**src/hw/rtl/uet_pkg.sv**
```systemverilog
// ----------------------------------------------------------------------------
// uet_pkg
// Shared sizes, codes and controller/datapath command types for the
// undirected edge table.
// ----------------------------------------------------------------------------
package uet_pkg;

  localparam int unsigned MaxNodes  = 256;
  localparam int unsigned MaxDegree = 16;
  localparam int unsigned IdW       = 20;
  localparam int unsigned SlotW     = $clog2(MaxNodes);
  localparam int unsigned CntW      = $clog2(MaxNodes + 1);
  localparam int unsigned DegW      = $clog2(MaxDegree + 1);
  localparam int unsigned DIdxW     = $clog2(MaxDegree);
  localparam int unsigned NbAddrW   = SlotW + DIdxW;

  typedef enum logic [1:0] {
    ST_OK         = 2'd0,
    ST_SELF       = 2'd1,
    ST_TABLE_FULL = 2'd2,
    ST_LIST_FULL  = 2'd3
  } status_e;

  typedef enum logic [1:0] {
    OK_ADD  = 2'd0,
    Q_MISS  = 2'd1,
    Q_EMPTY = 2'd2,
    Q_NB    = 2'd3
  } out_kind_e;

  typedef struct packed {
    logic      load_in;
    logic      scan_rd;
    logic      scan_cmp;
    logic      deg_rd_a;
    logic      deg_rd_b;
    logic      deg_cap_a;
    logic      deg_cap_b;
    logic      k_clr;
    logic      k_inc;
    logic      nb_rd;
    logic      id_rd;
    logic      wr_a;
    logic      wr_b;
    logic      app_a;
    logic      app_b;
    logic      out_load;
    out_kind_e out_kind;
    status_e   out_status;
  } cmd_t;

  typedef struct packed {
    logic mode;
    logic self_pair;
    logic scan_end;
    logic scan_hit;
    logic found_a;
    logic found_b;
    logic no_room;
    logic deg_full;
    logic deg_rd_zero;
    logic k_end;
    logic k_last;
    logic nb_match;
    logic out_free;
  } sts_t;

endpackage

```
**src/hw/rtl/uet_ctrl.sv**
```systemverilog
// ----------------------------------------------------------------------------
// uet_ctrl
// Sequencer: node scan, degree reads, duplicate scan, table update and
// result emission, issued as commands to the datapath.
// ----------------------------------------------------------------------------
module uet_ctrl (
  input  logic          clk_i,
  input  logic          rst_ni,
  input  logic          in_valid_i,
  output logic          in_ready_o,
  input  uet_pkg::sts_t sts_i,
  output uet_pkg::cmd_t cmd_o
);

  typedef enum logic [4:0] {
    S_IDLE, S_START, S_SCAN_RD, S_SCAN_CMP, S_DEG_A, S_DEG_B, S_DEG_CAP,
    S_DUP_RD, S_DUP_CMP, S_CHK, S_WR_A, S_WR_B, S_APP_A, S_APP_B,
    S_Q_DEG, S_Q_CAP, S_NB_RD, S_ID_RD, S_EMIT, S_RESULT
  } state_e;

  state_e              state_q, state_d;
  uet_pkg::out_kind_e  kind_q, kind_d;
  uet_pkg::status_e    res_q, res_d;

  assign in_ready_o = (state_q == S_IDLE);

  // Next state and commands
  always_comb begin
    state_d = state_q;
    kind_d  = kind_q;
    res_d   = res_q;
    cmd_o   = '0;
    cmd_o.out_kind   = kind_q;
    cmd_o.out_status = res_q;
    case (state_q)
      S_IDLE: begin
        if (in_valid_i) begin
          cmd_o.load_in = 1'b1;
          state_d = S_START;
        end
      end
      S_START: begin
        if (!sts_i.mode && sts_i.self_pair) begin
          kind_d  = uet_pkg::OK_ADD;
          res_d   = uet_pkg::ST_SELF;
          state_d = S_RESULT;
        end else begin
          state_d = S_SCAN_RD;
        end
      end
      S_SCAN_RD: begin
        if (sts_i.scan_end || sts_i.scan_hit) begin
          if (sts_i.mode) begin
            if (sts_i.found_a) begin
              state_d = S_Q_DEG;
            end else begin
              kind_d  = uet_pkg::Q_MISS;
              res_d   = uet_pkg::ST_OK;
              state_d = S_RESULT;
            end
          end else if (sts_i.no_room) begin
            kind_d  = uet_pkg::OK_ADD;
            res_d   = uet_pkg::ST_TABLE_FULL;
            state_d = S_RESULT;
          end else begin
            state_d = S_DEG_A;
          end
        end else begin
          cmd_o.scan_rd = 1'b1;
          state_d = S_SCAN_CMP;
        end
      end
      S_SCAN_CMP: begin
        cmd_o.scan_cmp = 1'b1;
        state_d = S_SCAN_RD;
      end
      S_DEG_A: begin
        cmd_o.deg_rd_a = 1'b1;
        state_d = S_DEG_B;
      end
      S_DEG_B: begin
        cmd_o.deg_cap_a = 1'b1;
        cmd_o.deg_rd_b  = 1'b1;
        state_d = S_DEG_CAP;
      end
      S_DEG_CAP: begin
        cmd_o.deg_cap_b = 1'b1;
        cmd_o.k_clr     = 1'b1;
        state_d = (sts_i.found_a && sts_i.found_b) ? S_DUP_RD : S_CHK;
      end
      // Walk the first node's list looking for the second slot
      S_DUP_RD: begin
        if (sts_i.k_end) begin
          state_d = S_CHK;
        end else begin
          cmd_o.nb_rd = 1'b1;
          state_d = S_DUP_CMP;
        end
      end
      S_DUP_CMP: begin
        cmd_o.k_inc = 1'b1;
        if (sts_i.nb_match) begin
          kind_d  = uet_pkg::OK_ADD;
          res_d   = uet_pkg::ST_OK;
          state_d = S_RESULT;
        end else begin
          state_d = S_DUP_RD;
        end
      end
      S_CHK: begin
        if (sts_i.deg_full) begin
          kind_d  = uet_pkg::OK_ADD;
          res_d   = uet_pkg::ST_LIST_FULL;
          state_d = S_RESULT;
        end else begin
          state_d = S_WR_A;
        end
      end
      S_WR_A: begin
        cmd_o.wr_a = !sts_i.found_a;
        state_d = S_WR_B;
      end
      S_WR_B: begin
        cmd_o.wr_b = !sts_i.found_b;
        state_d = S_APP_A;
      end
      S_APP_A: begin
        cmd_o.app_a = 1'b1;
        state_d = S_APP_B;
      end
      S_APP_B: begin
        cmd_o.app_b = 1'b1;
        kind_d  = uet_pkg::OK_ADD;
        res_d   = uet_pkg::ST_OK;
        state_d = S_RESULT;
      end
      S_Q_DEG: begin
        cmd_o.deg_rd_a = 1'b1;
        state_d = S_Q_CAP;
      end
      S_Q_CAP: begin
        cmd_o.deg_cap_a = 1'b1;
        cmd_o.k_clr     = 1'b1;
        res_d = uet_pkg::ST_OK;
        if (sts_i.deg_rd_zero) begin
          kind_d  = uet_pkg::Q_EMPTY;
          state_d = S_RESULT;
        end else begin
          kind_d  = uet_pkg::Q_NB;
          state_d = S_NB_RD;
        end
      end
      // Fetch neighbor slot, then its id, then hand out one beat
      S_NB_RD: begin
        cmd_o.nb_rd = 1'b1;
        state_d = S_ID_RD;
      end
      S_ID_RD: begin
        cmd_o.id_rd = 1'b1;
        state_d = S_EMIT;
      end
      S_EMIT: begin
        if (sts_i.out_free) begin
          cmd_o.out_load = 1'b1;
          cmd_o.k_inc    = 1'b1;
          state_d = sts_i.k_last ? S_IDLE : S_NB_RD;
        end
      end
      S_RESULT: begin
        if (sts_i.out_free) begin
          cmd_o.out_load = 1'b1;
          state_d = S_IDLE;
        end
      end
      default: state_d = S_IDLE;
    endcase
  end

  // Hold state and pending result code
  always_ff @(posedge clk_i or negedge rst_ni) begin
    if (!rst_ni) begin
      state_q <= S_IDLE;
      kind_q  <= uet_pkg::OK_ADD;
      res_q   <= uet_pkg::ST_OK;
    end else begin
      state_q <= state_d;
      kind_q  <= kind_d;
      res_q   <= res_d;
    end
  end

`ifndef SYNTH
  a_emit_found: assert property (@(posedge clk_i) disable iff (!rst_ni)
    (state_q == S_EMIT) |-> sts_i.found_a)
    else $error("neighbor beat without a found node");
  a_update_room: assert property (@(posedge clk_i) disable iff (!rst_ni)
    (state_q == S_APP_A) |-> !sts_i.deg_full)
    else $error("append on a full neighbor list");
  a_result_leaves: assert property (@(posedge clk_i) disable iff (!rst_ni)
    (cmd_o.out_load && state_q == S_RESULT) |=> (state_q == S_IDLE))
    else $error("sequencer did not return to idle after a single result");
`endif

endmodule

```
**config.mk**
```make
export PLATFORM = sky130hd
export DESIGN_NAME = uet_ctrl
export DESIGN_NICKNAME = d
export VERILOG_FILES = /design/src/hw/rtl/uet_pkg.sv /design/src/hw/rtl/uet_ctrl.sv
export SDC_FILE = /design/constraint.sdc
export NUM_CORES = 1
export LEC_CHECK = 0
export ABC_AREA = 0
export BUFFER_PORTS_ARGS = -buffer_cell sky130_fd_sc_hd__buf_2
export CAP_MARGIN = 5
export CORE_UTILIZATION = 46
export CTS_BUF_LIST = sky130_fd_sc_hd__clkbuf_4
export CTS_CLUSTER_DIAMETER = 30
export CTS_CLUSTER_SIZE = 28
export DETAILED_ROUTE_END_ITERATION = 8
export HOLD_SLACK_MARGIN = 0.12
export PLACE_DENSITY_LB_ADDON = 0.15
export SETUP_SLACK_MARGIN = 0.1
export SLEW_MARGIN = 20
export SYNTH_ARGS = -nofsm -noshare
export SYNTH_HDL_FRONTEND = slang
export SYNTH_SLANG_ARGS = --single-unit
```
**constraint.sdc**
```tcl
create_clock -name clk_i -period 1.65 [get_ports clk_i]
set_clock_uncertainty 0.05 [all_clocks]
set_input_delay 0.165 -clock clk_i [delete_from_list [all_inputs] [get_ports clk_i]]
set_output_delay 0.165 -clock clk_i [all_outputs]
set_load 0.02 [all_outputs]
```
==> flow_summary.yaml, run 1 <==
floorplanning:
  start_util_pct: 49.9
  die_x_um: 48.4
  num_rows: 16
  die_y_um: 48.4
  num_io_pins: 37
placed_design:
  dp_hpwl_um: 2710
  pre_cts_ws_ns: -0.0588
  gp_congestion: 0.971
  numPortBuffers: 36
timing:
  worst-ep-kind: "top-level output"
  worstEndpointGrtRepair: "cmd_o[19]"
synth:
  yosysUniqueCellTypes: 45
  yosysTopAreaCell: "dfrtp_1"
  synth.most_common_cell: "nor2_1"
  netlist_instances: 140
  netlist_top_cells_count: "19 x nor2_1, 17 x nand2_1, 10 x nor3_1, 10 x o21ai_0"
  netlist_area_um2: 988
  ys_top_cells_by_area: "dfrtp_1 23%, nor2_1 7.2%, nand2_1 6.5%"
  synthArstFlopShare_pct: 100
  yosysSeqAreaShare_pct: 22.8
  synth_warnings: 0
  synth_nets: 156
  syn_avg_cell_area_um2: 7.06
  ys.flop_type: "dfrtp_1"
  synth-edff-count: 0
  ys_seq_elements: 9
  yosys.area.top_type_share_pct: 22.8
global_route:
  grt_max_degree: 10
status:
  outcome: "did not finish"
  stop_error: "[ERROR DPL-0038] Utilization greater than 100%, impossible to legalize"
  stop_stage: "global routing (5_1_grt)"
clock_tree:
  htreeDepth: 1
  cts-root-buf: "clkbuf_4"
  clockBufferDepth: 2
  cts_made_buffers: 3
  cts.sink_count: 9
[logic make-up after synthesis]
group           Yosys count  synth area share [%]
xor+xnor                  2                  1.77
buf+inv                  15                  6.96
flops                     9                  22.8
mux                       1                  1.01
compound gates           43                  31.6
simple gates             70                  35.8
[metrics by stage]
stage	setup TNS, ns	area (um^2)	std cells
floorplan	-0.199	1070	140
global placement	-0.162	1450	220
detailed placement	-0.232	1450	220
CTS	-2.71	1810	243
[repair_timing]
action / CTS
pin swaps: 11
setup endpoints to repair: 26
hold buffers: 1
resized for setup: 57
endpoints found under the hold margin: 9
buffers inserted: 18
==> run 2, diff against run 1 <==
--- a/config.mk
+++ b/config.mk
@@ -8,14 +8,10 @@
 export ABC_AREA = 0
 export BUFFER_PORTS_ARGS = -buffer_cell sky130_fd_sc_hd__buf_2
 export CAP_MARGIN = 5
-export CORE_UTILIZATION = 46
-export CTS_BUF_LIST = sky130_fd_sc_hd__clkbuf_4
-export CTS_CLUSTER_DIAMETER = 30
-export CTS_CLUSTER_SIZE = 28
+export CORE_AREA = 2 2 63 65
 export DETAILED_ROUTE_END_ITERATION = 8
-export HOLD_SLACK_MARGIN = 0.12
+export DIE_AREA = 0 0 65 67
 export PLACE_DENSITY_LB_ADDON = 0.15
-export SETUP_SLACK_MARGIN = 0.1
 export SLEW_MARGIN = 20
 export SYNTH_ARGS = -nofsm -noshare
 export SYNTH_HDL_FRONTEND = slang
==> constraint.sdc (replaced) <==
create_clock -name clk_i -period 2.15 [get_ports clk_i]
set_clock_uncertainty 0.05 [all_clocks]
set_input_delay 0.215 -clock clk_i [delete_from_list [all_inputs] [get_ports clk_i]]
set_output_delay 0.215 -clock clk_i [all_outputs]
set_load 0.02 [all_outputs]
==> run 2 against run 1 <==
  * The flow now finishes without violations
  * Area after synthesis unchanged
  * Synthesized cell count unchanged
==> flow_summary.yaml, run 2 <==
synth:
  synth_nets: 156
  synth_xor_area_share_pct: 1.77
  synth_warnings: 0
  synth-edff-count: 0
  netlist_area_um2: 988
  synth_fa_ha_area_share_pct: 0
  yosysSeqAreaShare_pct: 22.8
  synthArstFlopShare_pct: 100
  yosys.area.top_type_share_pct: 22.8
  yosysTopAreaCell: "dfrtp_1"
  ys_top_cells_by_area: "dfrtp_1 23%, nor2_1 7.2%, nand2_1 6.5%"
  syn_avg_cell_area_um2: 7.06
  synthMuxAreaShare_pct: 1.01
  synth-simple-area-share_pct: 35.8
  ys.flop_type: "dfrtp_1"
  synth.most_common_cell: "nor2_1"
  synth_compound_area_share_pct: 31.6
  ys_seq_elements: 9
  synth_top_family_by_area: "simple AND/OR/NAND/NOR gates"
  netlist_top_cells_count: "19 x nor2_1, 17 x nand2_1, 10 x nor3_1, 10 x o21ai_0"
  yosysUniqueCellTypes: 45
  netlist_instances: 140
power_and_ir_drop:
  powerDensity_nw_per_um2: 1500
  irDropWorstVdd_uv: 510
  power.leakage_uw: 0.000643
min_path:
  hold_class: "in2reg"
  holdCritStartpoint: "sts_i[8]"
  hold-path-cell-count: 3
run:
  cap_viol_max_count: 0
floorplanning:
  num_io_pins: 37
  start_util_pct: 27.4
  die_y_um: 67
  core_um2: 3610
  die_x_um: 65
  num_rows: 22
  die-area_um2: 4360
setup_path:
  startpoint: "state_q[3]$_DFFE_PN0P_"
  cp_max_fo: 10
  r2r_end: "state_q[4]$_DFFE_PN0P_"
  endpoint: "cmd_o[14]"
  arrival_ns: 1.78
  criticalPathCategory: "reg2out"
  end_kind: "output pin"
  r2r-start: "state_q[3]$_DFFE_PN0P_"
  reg2reg_slack_ns: 0.19
  startpoint_type: "register"
  reg2reg_depth: 5
  cp.required_ns: 1.88
global_route:
  grt_pass1_wl_um: 5820
  overflow: 0
  antenna_found_initial: 0
  grt_pass1_vias: 1206
  grt_max_degree: 16
  grtUsageTotal_pct: 17.4
clock_tree:
  htreeDepth: 1
  cts_made_buffers: 3
  path_clk_slew_ns: 0.05
  clock_latency_ns: 0.24
  clockBufferDepth: 2
  cts-root-buf: "clkbuf_8"
  cts.sink_count: 9
  cts_tree: "yes"
timing:
  max_freq_ghz: 0.488
  setup_slack_ns: 0.100
  setup_viol: 0
  hold_viol: 0
  fin_crit_ns: 2.05
  worstMarginPinSlew_ns: 0.494
  slew_violations: 0
  tns_ns: 0
  finalCritPeriodShare_pct: 95.3
  slew_headroom_pct: 67.1
route:
  final_antenna_net_count: 0
  wl_met1_um: 1680
  wl_met2_um: 1600
  viasPerCell: 5.37
  vias: 1241
  top_layer: "met4"
  wl_met3_um: 183
  firstDrtPassIters: 4
  wl_per_cell_um: 15.1
  drt_iter0_markers: 104
  wirelength_um: 3500
  drc: 0
placed_design:
  gp_congestion: 0.860
  dp_cells: 223
  pre_cts_ws_ns: 0.217
  placed_area_um2: 1250
  numPortBuffers: 36
  dp_hpwl_um: 2680
final_layout:
  final_cell_mix: "36 x buf_2, 19 x nor2_1, 17 x nand2_1"
  multi_input_area_um2: 694
  syn_to_final_growth_pct: 34.8
  utilization_pct: 37.0
  regMostFlops: "state_q"
  final_area_um2: 1330
  top_regs: "state_q: 5 flops, kind_q: 2 flops, res_q: 2 flops"
  final_cell_count_no_fill: 231
  nets: 200
  largest_reg_flops: 5
  drive_gt1_share_pct: 32.8
  final_common_cell: "buf_2"
  seq_area_um2: 225
  nFillCells: 405
  diodes: 0
status:
  outcome: "complete, no violations"
-- run 2: worst min path at each step --
| stage | to | slack, ns |
|---|---|---|
| after floorplan | kind_q[0]$_DFFE_PN0P_ | -0.13 |
| after CTS | state_q[3]$_DFFE_PN0P_ | 0.22 |
| after detailed placement | kind_q[0]$_DFFE_PN0P_ | 0.03 |
| final | state_q[3]$_DFFE_PN0P_ | 0.22 |
| after global placement | kind_q[0]$_DFFE_PN0P_ | 0.03 |
| after global routing | state_q[3]$_DFFE_PN0P_ | 0.27 |
-- run 2: repair_timing --
item                                   in CTS  in global routing
setup endpoints to repair                   0                  1
endpoints found under the hold margin       9                  0
resized for setup                           0                  1
hold buffers                                1                  0
setup buffers                               0                  3
-- run 2: layer usage --
| layer | vias up | global-route usage, % |
|---|---|---|
| met1 | 596 | 24.9 |
| li1 | 598 | - |
| met2 | 43 | 27.2 |
| met3 | 4 | 2.03 |
| met5 | - | 0 |
| met4 | 0 | 4.79 |
-- run 2: kinds of logic (layout without fill, tap and decap cells) --
| family | Yosys count | count (layout) |
|---|---|---|
| AO/OA/AOI/OAI | 43 | 43 |
| XOR/XNOR | 2 | 2 |
| buffers and inverters | 15 | 58 |
| flip-flops | 9 | 9 |
| multiplexers | 1 | 1 |
| AND/OR/NAND/NOR | 70 | 70 |
-- run 2: per-stage QoR --
stage | power, uW | hold slack, ns
floorplan | 1340 | -0.131
global placement | 1760 | 0.0308
detailed placement | 1750 | 0.0324
CTS | 1960 | 0.224
global route | 2170 | 0.269
finish | 1990 | 0.218
-- run 2: power by group --
| part | leakage (uW) | internal [uW] | switching (uW) |
|---|---|---|---|
| logic | 0.000501 | 593 | 819 |
| clock network | 0.0000255 | 127 | 75.1 |
| registers | 0.000117 | 241 | 139 |
-- run 2: cell type report --
cell class,count,share of cell area [%]
clock inverters,1,0.376
flip-flops and latches,9,16.9
clock buffers,3,3.10
multi-input cells,116,52.1
repair buffers,50,21.6
well taps,48,4.51
inverters,4,1.41
-- run 2: worst max-delay path: stages (launching register included) --
cell and delay (ns):
dfrtp_1 0.56, clkinvlp_4 0.25, or3_1 0.48, nand2b_1 0.10, buf_2 0.16
(Power assumes the default switching activity.)
==> run 3, diff against run 2 <==
==> constraint.sdc (replaced) <==
create_clock -name clk_i -period 2 [get_ports clk_i]
set_clock_uncertainty 0.05 [all_clocks]
set_input_delay 0.2 -clock clk_i [delete_from_list [all_inputs] [get_ports clk_i]]
set_output_delay 0.2 -clock clk_i [all_outputs]
set_load 0.02 [all_outputs]
==> run 3 against run 2 <==
  * Total power is 8.3% higher
  * Final cell count is 0.87% higher
  * Wire length is 4.2% lower
  * Largest cell class unchanged
==> flow_summary.yaml, run 3 (synthesized netlist as in run 2, its figures left out) <==
floorplanning:
  die_x_um: 65
  die-area_um2: 4360
  core_um2: 3610
  start_util_pct: 27.4
  num_io_pins: 37
  num_rows: 22
  die_y_um: 67
run:
  cap_viol_max_count: 0
route:
  final_antenna_net_count: 0
  viasPerCell: 5.23
  firstDrtPassIters: 4
  drc: 0
  wirelength_um: 3350
  wl_per_cell_um: 14.4
  drt_iter0_markers: 73
  vias: 1218
timing:
  slew_headroom_pct: 73.7
  setup_slack_ns: 0.111
  worstMarginPinSlew_ns: 0.389
  rsz0062_at_grt: "yes"
  finalCritPeriodShare_pct: 94.4
  setup_viol: 0
  slew_violations: 0
  hold_viol: 0
  max_freq_ghz: 0.530
  fin_crit_ns: 1.89
power_and_ir_drop:
  powerDensity_nw_per_um2: 1600
  power.leakage_uw: 0.000653
  irDropWorstVdd_uv: 770
clock_tree:
  htreeDepth: 1
  cts_tree: "yes"
  cts-root-buf: "clkbuf_8"
  clock_latency_ns: 0.24
  cts_made_buffers: 3
  cts.sink_count: 9
  path_clk_slew_ns: 0.05
  clockBufferDepth: 2
final_layout:
  nets: 202
  final_common_cell: "buf_2"
  top_regs: "state_q: 5 flops, kind_q: 2 flops, res_q: 2 flops"
  final_area_um2: 1350
  drive_gt1_share_pct: 34.1
  diodes: 0
  largest_reg_flops: 5
  syn_to_final_growth_pct: 36.2
  regMostFlops: "state_q"
  utilization_pct: 37.3
  final_cell_mix: "36 x buf_2, 19 x nor2_1, 17 x nand2_1"
setup_path:
  r2r_end: "res_q[1]$_DFFE_PN0P_"
  criticalPathCategory: "reg2out"
  cp_max_fo: 10
  cp.required_ns: 1.75
  reg2reg_slack_ns: 0.13
  arrival_ns: 1.64
  end_kind: "output pin"
  startpoint_type: "register"
  r2r-start: "state_q[3]$_DFFE_PN0P_"
  reg2reg_depth: 5
min_path:
  hold-path-cell-count: 3
  hold_class: "in2reg"
  whs_endpoint: "state_q[3]$_DFFE_PN0P_"
  holdCritStartpoint: "sts_i[8]"
placed_design:
  gp_congestion: 0.873
  pre_cts_ws_ns: 0.145
  placed_area_um2: 1260
  dp_hpwl_um: 2700
  numPortBuffers: 36
global_route:
  grt_pass1_vias: 1171
  grt_max_degree: 16
  antenna_found_initial: 0
  grtUsageTotal_pct: 16.8
  grt_pass1_wl_um: 5640
  overflow: 0
status:
  outcome: "complete, no violations"
[run 3: changes by cell type in the layout (fill, tap and decap cells not counted)]
cell	previous run	this run
inv_1	2	3
dfrtp_2	0	2
dfrtp_1	9	7
buf_4	13	15
clkinvlp_4	1	0
[run 3: power breakdown]
group	internal, uW	leakage (uW)	total, uW	switching (uW)
registers	265	0.000115	359	93.9
clock network	136	0.0000255	214	78.1
logic	665	0.000513	1590	922
[run 3: timing repair]
item | CTS | global route
endpoints found under the setup margin | 1 | 3
hold endpoints to repair | 9 | 0
hold buffers | 1 | 0
gates resized for setup | 1 | 1
setup buffers | 0 | 3
cloned | 0 | 0
[run 3: worst max-delay path, cell delays in order, from the launching register on]
cell      delay [ns]
dfrtp_1         0.36
buf_4           0.18
inv_1           0.12
or3_1           0.47
nand2b_1        0.10
buf_2           0.16
[run 3: how the worst max path moves through the flow]
stage | slack [ns] | endpoint | cells past startpoint | start
2_1_floorplan | 0.03 | cmd_o[19] | 5 | state_q[0]$_DFFE_PN0P_
3_3_place_gp | 0.17 | state_q[4]$_DFFE_PN0P_ | 5 | state_q[4]$_DFFE_PN0P_
3_5_place_dp | 0.15 | state_q[4]$_DFFE_PN0P_ | 5 | state_q[0]$_DFFE_PN0P_
4_1_cts | 0.09 | cmd_o[14] | 4 | state_q[1]$_DFFE_PN0P_
5_1_grt | -0.03 | state_q[4]$_DFFE_PN0P_ | 6 | state_q[3]$_DFFE_PN0P_
6_report | 0.11 | cmd_o[14] | 5 | state_q[3]$_DFFE_PN0P_
[run 3: area by class of cell]
class | count | area, um^2
Clock inverter | 1 | 5.00
Timing Repair Buffer | 52 | 303
Clock buffer | 3 | 41.3
Multi-Input combinational cell | 116 | 694
Fill cell | 398 | 2260
Sequential cell | 9 | 228
Inverter | 4 | 15.0
Tap cell | 48 | 60.1
[run 3: routing by layer]
layer  up-vias  part of all wire (%)  global-route usage, %  wire length, um
met5         -                     0                      0                0
met4         0                   1.7                   7.71               56
met3         5                   7.5                   2.87              253
met1       555                    47                   22.5             1580
li1        600                     -                      -                -
met2        58                    44                   26.2             1460
[run 3: metrics by stage]
step	std cells	power (uW)	hold WS (ns)	setup TNS [ns]
floorplan	140	1440	-0.146	0
global placement	225	1910	0.0162	0
detailed placement	225	1890	0.0212	0
CTS	230	2120	0.199	0
global route	233	2360	0.210	-0.0490
finish	233	2160	0.202	0
